## src/design/banked_memory_mapper_128k_defines.svh

```systemverilog
// Assertion macros for the banked memory mapper.
// Included by the modules that carry assertions; expects clk and rst_n in scope.
`ifndef BANKED_MEMORY_MAPPER_128K_DEFINES_SVH
`define BANKED_MEMORY_MAPPER_128K_DEFINES_SVH

`ifndef NO_ASSERTIONS
`define BMM_ASSERT_ALWAYS(lbl, expr, msg) \
    lbl: assert property (@(posedge clk) disable iff (!rst_n) (expr)) else $error(msg);
`define BMM_ASSERT_NEXT(lbl, ante, cons, msg) \
    lbl: assert property (@(posedge clk) disable iff (!rst_n) (ante) |=> (cons)) else $error(msg);
`else
`define BMM_ASSERT_ALWAYS(lbl, expr, msg)
`define BMM_ASSERT_NEXT(lbl, ante, cons, msg)
`endif

`endif

```

## src/design/bmm_pkg.sv

```systemverilog
// Shared types and constants for the banked memory mapper.
// No dependencies; imported by every module of the block but bmm_ram.
package bmm_pkg;

    localparam int OFF_MAX_W = 14;

    localparam logic [15:0] PORT_PAGING = 16'h7FFD;
    localparam logic [15:0] PORT_AY     = 16'hFFFD;
    localparam logic [13:0] ROM_LOAD_MASK = 14'h3FFF;

    localparam int LOCK_BIT   = 5;
    localparam int ROM_BIT    = 4;
    localparam int EAR_BIT    = 4;
    localparam int SCREEN_BIT = 3;
    localparam int MIC_BIT    = 3;

    localparam logic [2:0] BANK_SLOT1    = 3'd5;
    localparam logic [2:0] BANK_SLOT2    = 3'd2;
    localparam logic [2:0] SCREEN_NORMAL = 3'd5;
    localparam logic [2:0] SCREEN_SHADOW = 3'd7;

    typedef enum logic [1:0] {
        OP_MEM_RD = 2'd0,
        OP_MEM_WR = 2'd1,
        OP_IO_WR  = 2'd2,
        OP_ROM_LD = 2'd3
    } bmm_op_t;

    typedef enum logic [1:0] {
        SRC_ZERO = 2'd0,
        SRC_RAM  = 2'd1,
        SRC_ROM  = 2'd2
    } bmm_src_t;

    typedef struct packed {
        bmm_op_t              op;
        logic                 in_map;
        logic [1:0]           slot;
        logic [OFF_MAX_W-1:0] offset;
        logic                 port_even;
        logic                 port_paging;
        logic                 port_ay;
        logic [7:0]           data;
        logic                 rom_bank;
    } bmm_item_t;

    typedef struct packed {
        logic       rom_page;
        logic [2:0] ram_page;
        logic [2:0] display_page;
        logic       paging_locked;
        logic [2:0] border_colour;
        logic       ear_bit;
        logic       mic_bit;
        logic [7:0] last_paging_byte;
    } bmm_status_t;

endpackage

```

## src/design/bmm_fifo.sv

```systemverilog
// Two-entry queue of classified items between front and back.
// Depends on bmm_pkg.
module bmm_fifo
    import bmm_pkg::*;
(
    input  logic      clk,
    input  logic      rst_n,
    input  logic      push,
    input  bmm_item_t push_item,
    output logic      full,
    input  logic      pop,
    output logic      valid,
    output bmm_item_t head
);

    bmm_item_t  mem_reg [2];
    logic       wr_ptr_reg, wr_ptr_next;
    logic       rd_ptr_reg, rd_ptr_next;
    logic [1:0] count_reg, count_next;

    assign full  = (count_reg == 2'd2);
    assign valid = (count_reg != 2'd0);
    assign head  = mem_reg[rd_ptr_reg];

    always_comb
    begin
        wr_ptr_next = wr_ptr_reg ^ push;
        rd_ptr_next = rd_ptr_reg ^ pop;
        count_next  = count_reg + 2'(push) - 2'(pop);
    end

    always_ff @(posedge clk or negedge rst_n)
    begin
        if (!rst_n)
        begin
            wr_ptr_reg <= 1'b0;
            rd_ptr_reg <= 1'b0;
            count_reg  <= 2'd0;
        end
        else
        begin
            wr_ptr_reg <= wr_ptr_next;
            rd_ptr_reg <= rd_ptr_next;
            count_reg  <= count_next;
        end
    end

    always_ff @(posedge clk)
    begin
        if (push)
        begin
            mem_reg[wr_ptr_reg] <= push_item;
        end
    end

endmodule

```

## config.mk

```make
export PLATFORM = sky130hd
export DESIGN_NAME = bmm_fifo
export DESIGN_NICKNAME = d
export VERILOG_FILES = /design/src/design/banked_memory_mapper_128k_defines.svh /design/src/design/bmm_pkg.sv /design/src/design/bmm_fifo.sv
export SDC_FILE = /design/constraint.sdc
export NUM_CORES = 1
export LEC_CHECK = 0
export BUFFER_PORTS_ARGS = -buffer_cell sky130_fd_sc_hd__buf_4
export CAP_MARGIN = 20
export CORE_ASPECT_RATIO = 1.4
export CORE_MARGIN = 3
export CORE_UTILIZATION = 45
export CTS_CLUSTER_DIAMETER = 100
export CTS_CLUSTER_SIZE = 10
export DETAILED_ROUTE_END_ITERATION = 8
export PLACE_DENSITY = 0.83
export SLEW_MARGIN = 5
export SYNTH_ARGS = -nofsm -noshare
export SYNTH_HDL_FRONTEND = slang
export SYNTH_SLANG_ARGS = --single-unit
```

## constraint.sdc

```tcl
create_clock -name clk -period 1.6 [get_ports clk]
set_input_delay 0.4 -clock clk [delete_from_list [all_inputs] [get_ports clk]]
set_output_delay 0.4 -clock clk [all_outputs]
set_load 0.01 [all_outputs]
```

# Yosys cells after proc, flatten, opt, wreduce, memory -nomap -nowiden
# Memory sizes are Yosys's and may differ from the RTL's.
# Cells that the tools add are included.
# classes
add_sub_neg	2
n_eq_ne	1
mux	2
n_bitwise	2
reduce_logical	1
# ops
op	count
$add 2x1->2	1
$eq 2x2->1 const B	1
$mux 1	2
$reduce_bool 2->1	1
$sub 2x1->2	1
$xor 1x1->1	2
# totals
reg_bits	4
ramBits	62
inputBits	35
output_inout_bits	33
elab_cells	12
memories	1
# mem_list
name	depth	width	read_ports	rd_ports_with_merged_regs	write_ports	line	text
mem_reg	2	31	1	0	1	bmm_fifo.sv:16	bmm_item_t mem_reg [2];

# Depth between registers and ports, before layout
# logic_depth
depth_word	2
depth_mapped	5
mapped_depth_nobuf	5

# Worst setup path after synthesis
# Ideal clock, no wire load.
# synth_path
kind	reg2reg
startpoint	register wr_ptr_reg
endpoint	memory mem_reg[0][0] in the netlist's numbering (enable)
setup_time_ns	0.391
t_arrival_ns	1.215
required_time_ns	1.209
slack_ns	-0.006
path_stages_with_launch	3
path_buffers	0
synth_period_minus_slack_ns	1.606
path_cell_list	dfrtp_1 -> inv_1 -> ha_1
# synth_lines
item	line	text
start: declaration	bmm_fifo.sv:17	logic wr_ptr_reg, wr_ptr_next;
start signal: assignment	bmm_fifo.sv:42	wr_ptr_reg <= wr_ptr_next;
end: declaration	bmm_fifo.sv:16	
# Straight into the memory's write port.

==> summary.txt <==
Synth
  • Post-synthesis sequential area ratio: 75.4%
  • Count leader, synth: edfxtp_1
  • Post-synth top cells: edfxtp_1, mux2_4, dfrtp_1, ha_1, inv_1
  • Synth warn: 0
  • Syn Std Cell Area: 2600 um2
  • Cell variety after synth: 12
  • Synth top area cells: edfxtp_1, mux2_4, dfrtp_1, buf_12, ha_1
  • Post-Syn Nets: 152
  • Synth Flop Type: edfxtp_1
  • Average footprint of a synthesized cell: 23.0 um2
  • Area leader, netlist: edfxtp_1
  • Yosys top cell area share: 71.6%
  • Synth Instances: 113
  • Async SR Flop Fraction: 6.06%
  • Synthesized flop and latch total: 66
  • EDFF count, synth: 62

Critical path
  • FF-to-FF setup slack: 0.36 ns
  • Crit-path cells: buf_12, mux2_4, buf_6
  • Crit. End Element: output pin
  • CP max stage delay: 0.47 ns
  • Slowest cell on the critical path: dfrtp_2
  • Worst setup SP type: flip-flop
  • Setup CP Type: reg -> out
  • Arrival time at the worst endpoint: 1.43 ns
  • CP required: 1.20 ns
  • CP max FO: 12

Floorplanning
  • Die area: 6740 um2
  • I/O pin cnt: 68
  • Row count: 32
  • Starting Density: 46.7%
  • Core area: 5570 um2
  • Chip width: 70.3 um
  • Die H: 96.0 um

Drt
  • Vias: 1,256
  • DRT antenna net count: 0
  • # DRC: 0
  • Detailed-route wire length: 4460 um
  • Drt initial violations: 28
  • DR vias/cell: 4.60
  • Pre-antenna DRT Iters: 4
  • DR WL/cell: 16.3 um

Placed design
  • Dpl hpwl: 2980 um
  • I/O Buffers: 67
  • Cells after DPL: 252
  • Area post-placement: 3230 um2
  • RD Place Congestion: 0.641

Finish
  • P&R area growth vs syn: 39.2%
  • Max FFs per register: 62
  • Post-route cell area: 3620 um2
  • Ant diodes: 0
  • Nets: 239
  • Layout cells sized above 1: 62.9%
  • Fill count: 378
  • Non-filler cells, final: 273

Power and ir drop
  • Leakage power: 0.00150 uW
  • Power Density: 1790 nW/um2
  • Peak supply drop: 0.000954 V

CTS
  • Htree depth: 3
  • CTS tree: yes
  • Clock-pin transition on the worst setup and hold timing paths: 0.07 ns
  • TritonCTS buffer count: 9
  • Clock Tree Buf Depth: 2
  • Clk sinks: 66
  • Root Driver: clkbuf_8
  • Skew-Pair Late Insertion Delay: 0.33 ns

Timing
  • Minimum clock period: 1.83 ns
  • Fin. Hold Viols: 0
  • Post-route setup slack: -0.229 ns
  • Fmax: 547 MHz
  • Rel. slew slack: 85.2%
  • Final period utilization: 114%
  • Unrepaired setup endpoints after global routing: yes
  • Setup TNS: -6.66 ns
  • Final setup fails: 31
  • Least-Margin Pin Slew: 0.222 ns
  • Fin Clk Skew: 0.00758 ns
  • Slew Viols, Final: 0

Status
  • Failing checks: setup timing
  • Status: complete, but fails checks

Global routing
  • Largest net degree at the start of global routing: 26
  • First-pass GRT wire length: 6420 um
  • Initial antenna violation count: 0
  • Vias in the first global route: 1,334
  • Total gr overflow: 0
  • GRT Total Usage: 13.5%

Flow run
  • Max-Cap Viols: 0

Min path
  • Hold WC Path Type: in -> reg
[worst max-delay path, delay by kind of cell, from the launching register on]
family                 cells  cell delay [ns]
buffers and inverters      2             0.30
flip-flops                 1             0.47
multiplexers               1             0.31
[final timing paths]
path,startpoint,end,cells past startpoint
hold reg to reg,wr_ptr_reg,wr_ptr_reg,3
setup / recovery,rd_ptr_reg,head[7],3
hold / removal,pop,rd_ptr_reg,2
max in group asynchronous,rst_n,rd_ptr_reg,2
min in group asynchronous,rst_n,rd_ptr_reg,2
setup reg to reg,count_reg[0],count_reg[1],5
[area by class of cell]
class | instances | area [um2] | area share, %
well taps | 68 | 85.1 | 2.35
clock inverters | 7 | 93.8 | 2.59
inverters | 4 | 15.0 | 0.415
clock buffers | 9 | 124 | 3.42
multi-input cells | 39 | 566 | 15.6
repair buffers | 80 | 773 | 21.4
flip-flops and latches | 66 | 1960 | 54.2
[power breakdown]
group	total, uW	switching (uW)	leakage, uW	internal [uW]
clock	1490	614	0.000105	873
combinational	2560	970	0.000772	1590
sequential	2440	140	0.000628	2300
total	6490	1720	0.00150	4770
[logic make-up after synthesis]
kind of cell / count (synthesis) / synth area share (%)
buf+inv: 8 / 3.32
simple gates: 2 / 0.481
xor+xnor: 2 / 1.25
fa+ha+maj: 4 / 1.92
mux: 31 / 17.6
flops: 66 / 75.4
[what timing repair did]
action	in CTS	in global routing
setup endpoints to repair	32	32
gates resized for setup	27	8
hold buffers	1	0
buffers inserted	3	1
hold endpoints to repair	4	0
[metal layers]
| metal | GRT usage, % | routed length, um | up-vias |
|---|---|---|---|
| met5 | 0 | 0 | - |
| met4 | 7.19 | 93 | 0 |
| met3 | 6.27 | 319 | 9 |
| met2 | 24.1 | 2480 | 52 |
| met1 | 12.8 | 1570 | 588 |
| li1 | - | - | 607 |
[cells in the final DEF, fill, tap and decap left out]
master and instances:
xor3_1 1, buf_12 4, mux2_4 31, clkinv_2 2, inv_1 4, clkinv_4 1, ha_2 1, clkinvlp_4 2
edfxtp_1 62, bufinv_16 2, ha_1 3, xor2_1 1, clkbuf_8 9, buf_6 32, dfrtp_1 3, or2_4 1
dlygate4sd3_1 1, nor2b_1 1, dfrtp_2 1, buf_4 43
[through the flow]
step	total power [uW]	utilization, %	hold slack [ns]	setup WS [ns]
finish	6490	65.0	0.241	-0.229
CTS	6460	64.4	0.227	-0.264
detailed placement	4680	58.1	0.203	0.0952
global placement	4640	58.1	0.202	0.112
floorplan	3850	-	0.104	0.00205
global route	6790	65.0	0.219	-0.285
(Power assumes the default switching activity.)
