[src/design/banked_memory_mapper_128k_defines.svh]
// Assertion macros for the banked memory mapper.
// Included by the modules that carry assertions; expects clk and rst_n in scope.
`ifndef BANKED_MEMORY_MAPPER_128K_DEFINES_SVH
`define BANKED_MEMORY_MAPPER_128K_DEFINES_SVH

`ifndef NO_ASSERTIONS
`define BMM_ASSERT_ALWAYS(lbl, expr, msg) \
    lbl: assert property (@(posedge clk) disable iff (!rst_n) (expr)) else $error(msg);
`define BMM_ASSERT_NEXT(lbl, ante, cons, msg) \
    lbl: assert property (@(posedge clk) disable iff (!rst_n) (ante) |=> (cons)) else $error(msg);
`else
`define BMM_ASSERT_ALWAYS(lbl, expr, msg)
`define BMM_ASSERT_NEXT(lbl, ante, cons, msg)
`endif

`endif

[src/design/bmm_pkg.sv]
// Shared types and constants for the banked memory mapper.
// No dependencies; imported by every module of the block but bmm_ram.
package bmm_pkg;

    localparam int OFF_MAX_W = 14;

    localparam logic [15:0] PORT_PAGING = 16'h7FFD;
    localparam logic [15:0] PORT_AY     = 16'hFFFD;
    localparam logic [13:0] ROM_LOAD_MASK = 14'h3FFF;

    localparam int LOCK_BIT   = 5;
    localparam int ROM_BIT    = 4;
    localparam int EAR_BIT    = 4;
    localparam int SCREEN_BIT = 3;
    localparam int MIC_BIT    = 3;

    localparam logic [2:0] BANK_SLOT1    = 3'd5;
    localparam logic [2:0] BANK_SLOT2    = 3'd2;
    localparam logic [2:0] SCREEN_NORMAL = 3'd5;
    localparam logic [2:0] SCREEN_SHADOW = 3'd7;

    typedef enum logic [1:0] {
        OP_MEM_RD = 2'd0,
        OP_MEM_WR = 2'd1,
        OP_IO_WR  = 2'd2,
        OP_ROM_LD = 2'd3
    } bmm_op_t;

    typedef enum logic [1:0] {
        SRC_ZERO = 2'd0,
        SRC_RAM  = 2'd1,
        SRC_ROM  = 2'd2
    } bmm_src_t;

    typedef struct packed {
        bmm_op_t              op;
        logic                 in_map;
        logic [1:0]           slot;
        logic [OFF_MAX_W-1:0] offset;
        logic                 port_even;
        logic                 port_paging;
        logic                 port_ay;
        logic [7:0]           data;
        logic                 rom_bank;
    } bmm_item_t;

    typedef struct packed {
        logic       rom_page;
        logic [2:0] ram_page;
        logic [2:0] display_page;
        logic       paging_locked;
        logic [2:0] border_colour;
        logic       ear_bit;
        logic       mic_bit;
        logic [7:0] last_paging_byte;
    } bmm_status_t;

endpackage

[src/design/bmm_front.sv]
// Front end: accepts bus items and classifies slot, offset and port.
// Depends on bmm_pkg.
module bmm_front
    import bmm_pkg::*;
#(
    parameter int PAGE_BYTES = 16384
) (
    input  logic        in_valid,
    output logic        in_ready,
    input  logic [1:0]  opcode,
    input  logic [15:0] address,
    input  logic [7:0]  data,
    input  logic        rom_bank,
    input  logic        q_full,
    output logic        push,
    output bmm_item_t   push_item
);

    logic [17:0] addr_ext;
    logic [17:0] slot_base;
    logic [1:0]  slot;
    logic        in_map;
    logic [17:0] load_ext;
    logic [17:0] load_base;
    logic [17:0] cpu_off;
    logic [17:0] load_off;
    bmm_op_t     op;

    assign in_ready = !q_full;
    assign push     = in_valid && !q_full;
    assign op       = bmm_op_t'(opcode);
    assign addr_ext = 18'(address);
    assign load_ext = 18'(address[13:0] & ROM_LOAD_MASK);

    always_comb
    begin
        in_map    = 1'b0;
        slot      = 2'd0;
        slot_base = '0;
        for (int k = 0; k < 4; k++)
        begin
            if (addr_ext >= 18'(k * PAGE_BYTES) && addr_ext < 18'((k + 1) * PAGE_BYTES))
            begin
                in_map    = 1'b1;
                slot      = 2'(k);
                slot_base = 18'(k * PAGE_BYTES);
            end
        end
    end

    always_comb
    begin
        load_base = '0;
        for (int k = 1; k < 16; k++)
        begin
            if (load_ext >= 18'(k * PAGE_BYTES))
            begin
                load_base = 18'(k * PAGE_BYTES);
            end
        end
    end

    assign cpu_off  = addr_ext - slot_base;
    assign load_off = load_ext - load_base;

    always_comb
    begin
        push_item.op          = op;
        push_item.in_map      = in_map;
        push_item.slot        = slot;
        push_item.offset      = (op == OP_ROM_LD) ? load_off[OFF_MAX_W-1:0]
                                                  : cpu_off[OFF_MAX_W-1:0];
        push_item.port_even   = !address[0];
        push_item.port_paging = (address == PORT_PAGING);
        push_item.port_ay     = (address == PORT_AY);
        push_item.data        = data;
        push_item.rom_bank    = rom_bank;
    end

endmodule

[config.mk]
export PLATFORM = sky130hd
export DESIGN_NAME = bmm_front
export DESIGN_NICKNAME = d
export VERILOG_FILES = /design/src/design/banked_memory_mapper_128k_defines.svh /design/src/design/bmm_pkg.sv /design/src/design/bmm_front.sv
export SDC_FILE = /design/constraint.sdc
export NUM_CORES = 1
export LEC_CHECK = 0
export ABC_CLOCK_PERIOD_IN_PS = 800
export BUFFER_PORTS_ARGS = -buffer_cell sky130_fd_sc_hd__buf_2
export CORE_AREA = 2 2 39 41
export DETAILED_ROUTE_END_ITERATION = 10
export DIE_AREA = 0 0 41 43
export PLACE_DENSITY = 0.76
export SYNTH_ARGS = -nofsm -noshare
export SYNTH_HDL_FRONTEND = slang
export SYNTH_SLANG_ARGS = --single-unit
[constraint.sdc]
create_clock -name vclk -period 0.8
set_clock_uncertainty 0.05 [all_clocks]
set_input_delay 0.08 -clock vclk [all_inputs]
set_output_delay 0.08 -clock vclk [all_outputs]
set_load 0.005 [all_outputs]
-- Yosys cells after proc, flatten, opt, wreduce, memory -nomap -nowiden
Index checks and enable logic that the tools add are counted.
W data, S select, Z words.
- bits in registers: 0
- input bits: 29
- output and inout port bits: 33
- logic and storage cells: 58
- add/subtract/negate cells: 2
- $lt $le $gt $ge: 22
- eq/ne operators: 3
- muxes and demuxes: 24
- reductions and logical operators: 7
- operator list (operator ; number):
    $mux W14 ; 17
    $ge A14 B18 Y1 const B ; 8
    $ge A14 B17 Y1 const B ; 4
    $ge A14 B16 Y1 const B ; 2
    $ge A16 B16 Y1 const B ; 2
    $lt A16 B16 Y1 const B ; 2
    $sub A14 B14 Y14 ; 2
    $lt A16 B17 Y1 const B ; 1
    $eq A16 B15 Y1 const B ; 1
    $eq A16 B16 Y1 const B ; 1
    $ge A16 B1 Y1 const B ; 1
    $ge A16 B15 Y1 const B ; 1
    $lt A16 B15 Y1 const B ; 1
    $logic_and A1 B1 Y1 ; 5
    $mux W1 ; 5
    $mux W2 ; 2
    $eq A2 B2 Y1 const B ; 1
    $logic_not A1 Y1 ; 2

-- Logic depth before layout (Yosys ltp)
Gate-level depths: netlist of the first run.
- depth after elaboration: 17
- gate-level depth with buffers: 2
- depth with buffers taken out: 2

-- Least setup slack after synthesis of the first run
OpenSTA, ideal clock, no wires.
- kind: input to output
- start: in address[1]
- end: out push_item[10] (netlist name)
- arrival time: 0.577 ns
- required time: 0.670 ns
- setup slack: 0.093 ns
- cell stages on the path: 2
- buffers on the path: 0
- cell sequence: nand4b_1 -> nor4_1
- RTL lines (what ; RTL line ; text):
    start: declaration ; bmm_front.sv:11 ; input logic [15:0] address,
    end: declaration ; bmm_front.sv:16 ; output bmm_item_t push_item

==> results of run 1 <==
[critical path, stage by stage]
cell      delay, ps
buf_6            90
nand4b_1        170
nor4_1          260
buf_2           150
[cell usage after synthesis (all sizes together)]
library cell | n | area (µm²)
buf | 26 | 195
nand4 | 3 | 18.8
clkbuf | 2 | 7.51
inv | 2 | 7.51
nand4b | 2 | 17.5
nor4 | 2 | 12.5
conb | 1 | 3.75
nor2b | 1 | 6.26
[final cells by class]
type	instances	area [µm²]
tap	16	20.0
timing repair buffer	41	235
inverter	2	7.51
multi-input combinational	9	65.1
fill	162	1060
[metrics by stage]
stage / total power [mW] / area [µm²]
after floorplan: 0.122 / 269
after global placement: 0.121 / 289
after detailed placement: 0.124 / 289
after CTS: 0.140 / 322
after global routing: 0.159 / 328
final: 0.139 / 328
[routing by layer]
metal	vias to the layer above	part of all wire [%]	global-route usage (%)
met1	119	28	6.96
met5	-	0	0
met3	2	13	0.524
met2	22	59	14.1
li1	126	-	-
met4	0	0.32	1.33
[path summary, 6_finish.rpt]
| check | slack (ps) | end | from | depth (start not counted) |
|---|---|---|---|---|
| worst max-delay path | -90 | push_item[10] | address[15] | 4 |
| worst min-delay path | 110 | push_item[2] | data[1] | 0 |
[cells by family after synthesis]
logic type,after synthesis,synth area share (%)
buffers and inverters,30,78.1
and+or+nand+nor,8,20.5
other,1,1.39
[layout by cell type (no fill, tap or decap)]
master    count
nor4_2        1
buf_4         2
buf_6         4
nand4b_1      2
nand4_1       3
nor2b_1       1
nor4_1        1
inv_1         2
buf_2        35
conb_1        1
[power groups by stage]
| stage | Clock (mW) | Sequential, mW | Combinational, mW |
|---|---|---|---|
| after floorplan | 0 | 0 | 0.122 |
| after CTS | 0 | 0 | 0.140 |
| after detailed placement | 0 | 0 | 0.124 |
| final | 0 | 0 | 0.139 |
| after global routing | 0 | 0 | 0.159 |
| after global placement | 0 | 0 | 0.121 |
[repair_timing]
item / in CTS / in global routing
endpoints found under the hold margin: 0 / 0
endpoints found under the setup margin: 2 / 2
resized for setup: 4 / 1
setup buffers: 1 / 0
pin swaps: 3 / 1
==> results.sh, run 1 <==
export IMPL_pre_cts_slack_ps=-175
export IMPL_pin_count=62
export IMPL_finalNonFillerCells=68
export IMPL_die_w_um=41
export IMPL_hold_class="in2out"
export IMPL_grt_max_degree=4
export IMPL_grt_pass1_wl_um=917
export IMPL_place_inst=67
export IMPL_arrival_ps=760
export IMPL_setup_tns_ps=-121
export IMPL_drc_errors=0
export IMPL_drive_gt1_share_pct=80.8
export IMPL_seq_power_share_pct=0
export IMPL_core_mm2=0.00138
export IMPL_post_drt_wl_per_cell_um=9.16
export IMPL_area_growth_pct=21.9
export IMPL_syn_area_um2=269
export IMPL_drtAntennaViolNets=0
export IMPL_nClkBuffers=0
export IMPL_start_util_pct=19.4
export IMPL_drt_iter0_drc=1
export IMPL_hold_viol=0
export IMPL_seq_cell_count=0
export IMPL_grt_usage_pct=6.99
export IMPL_leakage_nw=0.196
export IMPL_vias=269
export IMPL_place_congestion=0.518
export IMPL_internal_power_uw=86.7
export IMPL_seq_area_um2=0
export IMPL_drv_cap=0
export IMPL_numPortBuffers=39
export IMPL_fin_crit_ps=894
export IMPL_grt_pass1_vias=245
export IMPL_grt_overflow=0
export IMPL_syn_inst=39
export IMPL_synth_nets=68
export IMPL_ir_drop_uv=76.3
export IMPL_synth_distinct_cells=8
export IMPL_fin_crit_sh_pct=112
export IMPL_slew_viol_final=0
export IMPL_setup_viol=2
export IMPL_worst_path_max_fanout=3
export IMPL_p_comb_share_pct=100.0
export IMPL_vias_per_cell=3.96
export IMPL_p_clk_share_pct=0
export IMPL_worstPathRequired_ps=670
export IMPL_fmax_mhz=1120
export IMPL_path_class="in2out"
export IMPL_firstDrtPassIters=2
export IMPL_cp_start_kind="primary input"
export IMPL_antenna_found_initial=0
export IMPL_yosys_warnings=0
export IMPL_power_density_mw_per_mm2=425
export IMPL_drt_wl_total_um=623
export IMPL_dieArea_mm2=0.00176
export IMPL_final_core_util_pct=23.7
export IMPL_die_h_um=43
export IMPL_whs_ps=110
export IMPL_end_kind="primary output"
export IMPL_place_hpwl_um=560
export IMPL_rsz0062_at_grt="true"
export IMPL_p_sw_share_pct=37.7
export IMPL_failed_checks="negative setup slack"
export IMPL_diodes=0
export IMPL_power_switching_uw=52.5
export IMPL_yosysSeqAreaShare_pct=0
export IMPL_fin_nets=83
export IMPL_num_rows=14
export IMPL_status="complete, but fails checks"
export IMPL_cts_hold_fix_buffers=0
export IMPL_worst_slack_ps=-94.0
export IMPL_avgSynthCellArea_um2=6.90
Note: power is estimated with default switching activity, not from simulation.
==> inputs of run 2 (changes only) <==
- ABC_AREA: not set -> 1
- CORE_AREA: 2 2 39 41 -> 2 2 40 42
- DIE_AREA: 0 0 41 43 -> 0 0 42 44
- PLACE_DENSITY: 0.76 -> 0.75
==> run 2 against run 1 <==
Compared with the run above:
- the run now ends clean
- non-clock buffer count decreased by 2
- sequential share of layout area unchanged
- power down 5.0%
- first-iteration DRC count rose to 3.0 times the previous value
- combinational power fell by 5%
- final cell count up 19%
- via count is 13% higher
- largest power group unchanged
==> results.sh, run 2 <==
export IMPL_worst_path_max_fanout=3
export IMPL_placed_area_um2=315
export IMPL_grt_usage_pct=5.37
export IMPL_syn_inst=54
export IMPL_hold_path_end="push_item[5]"
export IMPL_synth_top_area_cell="buf_4"
export IMPL_antenna_found_initial=0
export IMPL_hold_class="in2out"
export IMPL_final_core_util_pct=22.7
export IMPL_crit_path_cell_trace="buf_2, inv_1, nand2_1, nor2_1, nand2_1, nor2_1, buf_2"
export IMPL_final_common_cell="buf_2"
export IMPL_area_growth_pct=6.20
export IMPL_drc_errors=0
export IMPL_synth_top_area_share_pct=64.5
export IMPL_cts_hold_fix_buffers=0
export IMPL_post_drt_wl_per_cell_um=7.40
export IMPL_place_hpwl_um=581
export IMPL_avgSynthCellArea_um2=5.61
export IMPL_numPortBuffers=39
export IMPL_worst_slack_ps=56.9
export IMPL_drv_cap=0
export IMPL_ir_drop_uv=96.7
export IMPL_hold_depth=0
export IMPL_pin_count=62
export IMPL_fin_nets=96
export IMPL_syn_area_um2=303
export IMPL_fin_crit_ps=743
export IMPL_rsz0062_at_grt="true"
export IMPL_grt_pass1_wl_um=834
export IMPL_hp_start="data[4]"
export IMPL_die_w_um=42
export IMPL_cp_top_family="simple AND/OR/NAND/NOR gates"
export IMPL_fmax_mhz=1350
export IMPL_vias=303
export IMPL_final_cell_area_um2=322
export IMPL_core_mm2=0.00142
export IMPL_synth_top_cells_by_area="buf_4, nand2_1, nor2_1"
export IMPL_num_rows=14
export IMPL_path_class="in2out"
export IMPL_final_cell_mix="buf_2, nand2_1, nor2_1"
export IMPL_cp_slowest_cell="buf_2"
export IMPL_synth_distinct_cells=7
export IMPL_status="finished clean"
export IMPL_drt_iter0_drc=3
export IMPL_grt_overflow=0
export IMPL_drtAntennaViolNets=0
export IMPL_max_stage_delay_ps=110
export IMPL_drive_gt1_share_pct=63.1
export IMPL_seq_cell_count=0
export IMPL_yosysSeqAreaShare_pct=0
export IMPL_cp_start_kind="primary input"
export IMPL_vias_per_cell=3.74
export IMPL_post_synth_top_count_cell="buf_4"
export IMPL_grt_pass1_vias=242
export IMPL_synth_nets=83
export IMPL_start_util_pct=21.3
export IMPL_pre_cts_slack_ps=2.23
export IMPL_synth_top_cells_by_count="buf_4, nand2_1, nor2_1, inv_1, clkbuf_1"
export IMPL_dieArea_mm2=0.00185
export IMPL_post_cts_setup_buffers=0
export IMPL_grt_max_degree=4
export IMPL_yosys_warnings=0
export IMPL_nClkBuffers=0
export IMPL_setup_viol=0
export IMPL_seq_area_um2=0
export IMPL_worstPathRequired_ps=670
export IMPL_place_congestion=0.675
export IMPL_timing_critical_path_buf_inv=3
export IMPL_arrival_ps=610
export IMPL_slew_viol_final=0
export IMPL_leakage_nw=0.218
export IMPL_drt_wl_total_um=599
export IMPL_diodes=0
export IMPL_firstDrtPassIters=3
export IMPL_fin_crit_sh_pct=92.9
export IMPL_die_h_um=44
export IMPL_end_kind="primary output"
export IMPL_power_density_mw_per_mm2=411
export IMPL_hold_viol=0
==> run 2: metal layers <==
metal,global-route usage (%),up-vias,share of wire [%],wire length [µm]
li1,-,151,-,-
met1,4.94,118,28,165
met2,12.2,32,51,307
met3,0.833,2,20,120
met4,0.645,0,0.83,5
met5,0,-,0,0
==> run 2: worst max path at each step <==
stage / from / end / slack (ps) / cells after the start
floorplan: address[1] / push_item[10] / 270 / 5
global placement: address[1] / push_item[10] / 10 / 7
detailed placement: address[1] / push_item[10] / 2 / 7
CTS: address[1] / push_item[9] / -0.5 / 7
global route: address[1] / push_item[9] / -60 / 7
finish: address[15] / push_item[10] / 60 / 7
==> run 2: stage by stage <==
stage,setup TNS [ps],hold WS [ps],std cells,power (mW)
2_1_floorplan,0,137,54,0.132
3_3_place_gp,0,110,81,0.128
3_5_place_dp,0,110,81,0.131
4_1_cts,-0.512,110,81,0.135
5_1_grt,-115,110,81,0.150
6_report,0,110,81,0.132
==> run 2: timing repair <==
action / in CTS / in global routing
setup endpoints to repair: 1 / 2
pin swaps: 4 / 3
gates resized for setup: 2 / 0
hold endpoints to repair: 0 / 0
==> run 2: layout make-up <==
class / instances / area (µm²)
fillers: 175 / 1100
inverters: 5 / 18.8
multi-input cells: 21 / 81.3
well taps: 16 / 20.0
repair buffers: 39 / 201
==> run 2: cell families (layout without fill, tap and decap cells) <==
kind of cell / after synthesis / count (layout) / share of synthesized area, %
and+or+nand+nor: 20 / 20 / 25.6
other: 1 / 1 / 1.24
buffers and inverters: 33 / 44 / 73.1
==> run 2: where the power goes <==
part           total, mW  internal (mW)  switching (mW)  leakage [nW]
combinational      0.132         0.0749          0.0572         0.218
sequential             0              0               0             0
clock                  0              0               0             0
total              0.132         0.0749          0.0572         0.218
==> inputs of run 3 (changes only) <==
==> constraint.sdc (replaced) <==
create_clock -name vclk -period 0.8
set_clock_uncertainty 0.05 [all_clocks]
set_input_delay 0.08 -clock vclk [all_inputs]
set_output_delay 0.08 -clock vclk [all_outputs]
set_load 0.05 [all_outputs]
==> run 3 against run 2 <==
Compared with the run above:
- the run now ends with negative setup slack left
- critical path depth unchanged
- utilization increased by 3.2 points
- global-route usage increased by 0.69 points
- sequential cell count unchanged
- final cell count increased by 1.2%
- wire length increased by 5.0%
- combinational power increased to 2.5 times the previous value
- fmax decreased by 11%
- largest cell class unchanged
==> results.sh, run 3 (synthesized netlist as in run 2, its figures left out) <==
export IMPL_status="complete, but fails checks"
export IMPL_failed_checks="negative setup slack"
export IMPL_hold_viol=0
export IMPL_die_h_um=44
export IMPL_worst_slack_ps=-35.5
export IMPL_setup_tns_ps=-60.0
export IMPL_start_util_pct=21.3
export IMPL_final_cell_mix="buf_2, nand2_1, nor2_2"
export IMPL_slew_viol_final=0
export IMPL_grt_max_degree=4
export IMPL_end_kind="primary output"
export IMPL_vias_per_cell=3.78
export IMPL_post_cts_setup_buffers=0
export IMPL_nClkBuffers=0
export IMPL_leakage_nw=0.225
export IMPL_place_hpwl_um=568
export IMPL_arrival_ps=710
export IMPL_worstPathRequired_ps=670
export IMPL_n_fill_cell=163
export IMPL_critPathLaunch="address[1]"
export IMPL_drc_errors=0
export IMPL_ir_drop_uv=210
export IMPL_drtAntennaViolNets=0
export IMPL_num_rows=14
export IMPL_seq_cell_count=0
export IMPL_grt_pass1_vias=263
export IMPL_fin_crit_sh_pct=104
export IMPL_pin_count=62
export IMPL_grt_pass1_wl_um=931
export IMPL_diodes=0
export IMPL_drive_gt1_share_pct=75.8
export IMPL_grt_usage_pct=6.06
export IMPL_numPortBuffers=39
export IMPL_rsz0062_at_grt="true"
export IMPL_die_w_um=42
export IMPL_hold_class="in2out"
export IMPL_area_growth_pct=21.1
export IMPL_fin_crit_ps=835
export IMPL_final_common_cell="buf_2"
export IMPL_drv_cap=0
export IMPL_setup_viol=2
export IMPL_antenna_found_initial=0
export IMPL_firstDrtPassIters=3
export IMPL_cp_endpoint="push_item[9]"
export IMPL_post_drt_wl_per_cell_um=7.67
export IMPL_core_mm2=0.00142
export IMPL_grt_overflow=0
export IMPL_place_congestion=0.649
export IMPL_worst_path_max_fanout=2
export IMPL_vias=310
export IMPL_drt_wl_total_um=629
export IMPL_seq_area_um2=0
export IMPL_fin_nets=97
export IMPL_drt_iter0_drc=1
export IMPL_cp_start_kind="primary input"
export IMPL_dieArea_mm2=0.00185
export IMPL_final_core_util_pct=25.8
export IMPL_fmax_mhz=1200
export IMPL_power_density_mw_per_mm2=902
export IMPL_path_class="in2out"
run 3: changes by cell type in the layout (fill, tap and decap cells not counted), sizes merged:
cell and delta:
buf +1
run 3: area by class of cell:
cell class	instances	area [µm²]	share of cell area, %
Timing Repair Buffer	40	221	60.4
Multi-Input combinational cell	21	106	29.0
Tap cell	16	20.0	5.46
Inverter	5	18.8	5.12
run 3: layer usage:
layer | vias to the layer above | wire length [µm] | GRT usage (%)
met5 | - | 0 | 0
met4 | 0 | 5 | 1.29
met3 | 2 | 119 | 3.75
met2 | 29 | 329 | 12.2
met1 | 127 | 174 | 4.94
li1 | 152 | - | -
run 3: what timing repair did:
| item | 4_1_cts | 5_1_grt |
|---|---|---|
| setup endpoints to repair | 2 | 2 |
| cloned | 0 | 0 |
| gates resized for setup | 6 | 6 |
| hold buffers | 0 | 0 |
| pin swaps | 3 | 5 |
run 3: how the worst min path moves through the flow:
| stage | from | end | slack, ps | depth (start not counted) |
|---|---|---|---|---|
| after floorplan | q_full | push | 210 | 1 |
| after global placement | rom_bank | push_item[0] | 110 | 0 |
| after detailed placement | rom_bank | push_item[0] | 110 | 0 |
| after CTS | rom_bank | push_item[0] | 110 | 0 |
| after global routing | data[1] | push_item[2] | 110 | 0 |
| final | data[7] | push_item[8] | 110 | 0 |
run 3: worst max-delay path, stage by stage:
cell and delay (ps):
buf_6 90, inv_2 40, nand2_2 50, nor2_4 90, nand2_2 70, nor2_2 120, buf_6 160
run 3: power by group:
| part | switching (mW) | internal (mW) | total, mW |
|---|---|---|---|
| Clock | 0 | 0 | 0 |
| Combinational | 0.248 | 0.0825 | 0.331 |
| Sequential | 0 | 0 | 0 |
| Total | 0.248 | 0.0825 | 0.331 |
run 3: metrics by stage:
step	instance area, µm²	setup slack, ps	total power, mW	std cells	hold WS (ps)
final	367	-35.5	0.331	82	110
after global routing	367	-92.1	0.347	82	110
after CTS	349	-81.7	0.325	82	110
after detailed placement	330	-187	0.320	82	110
after global placement	330	-167	0.316	82	110
after floorplan	310	-77.4	0.424	54	206
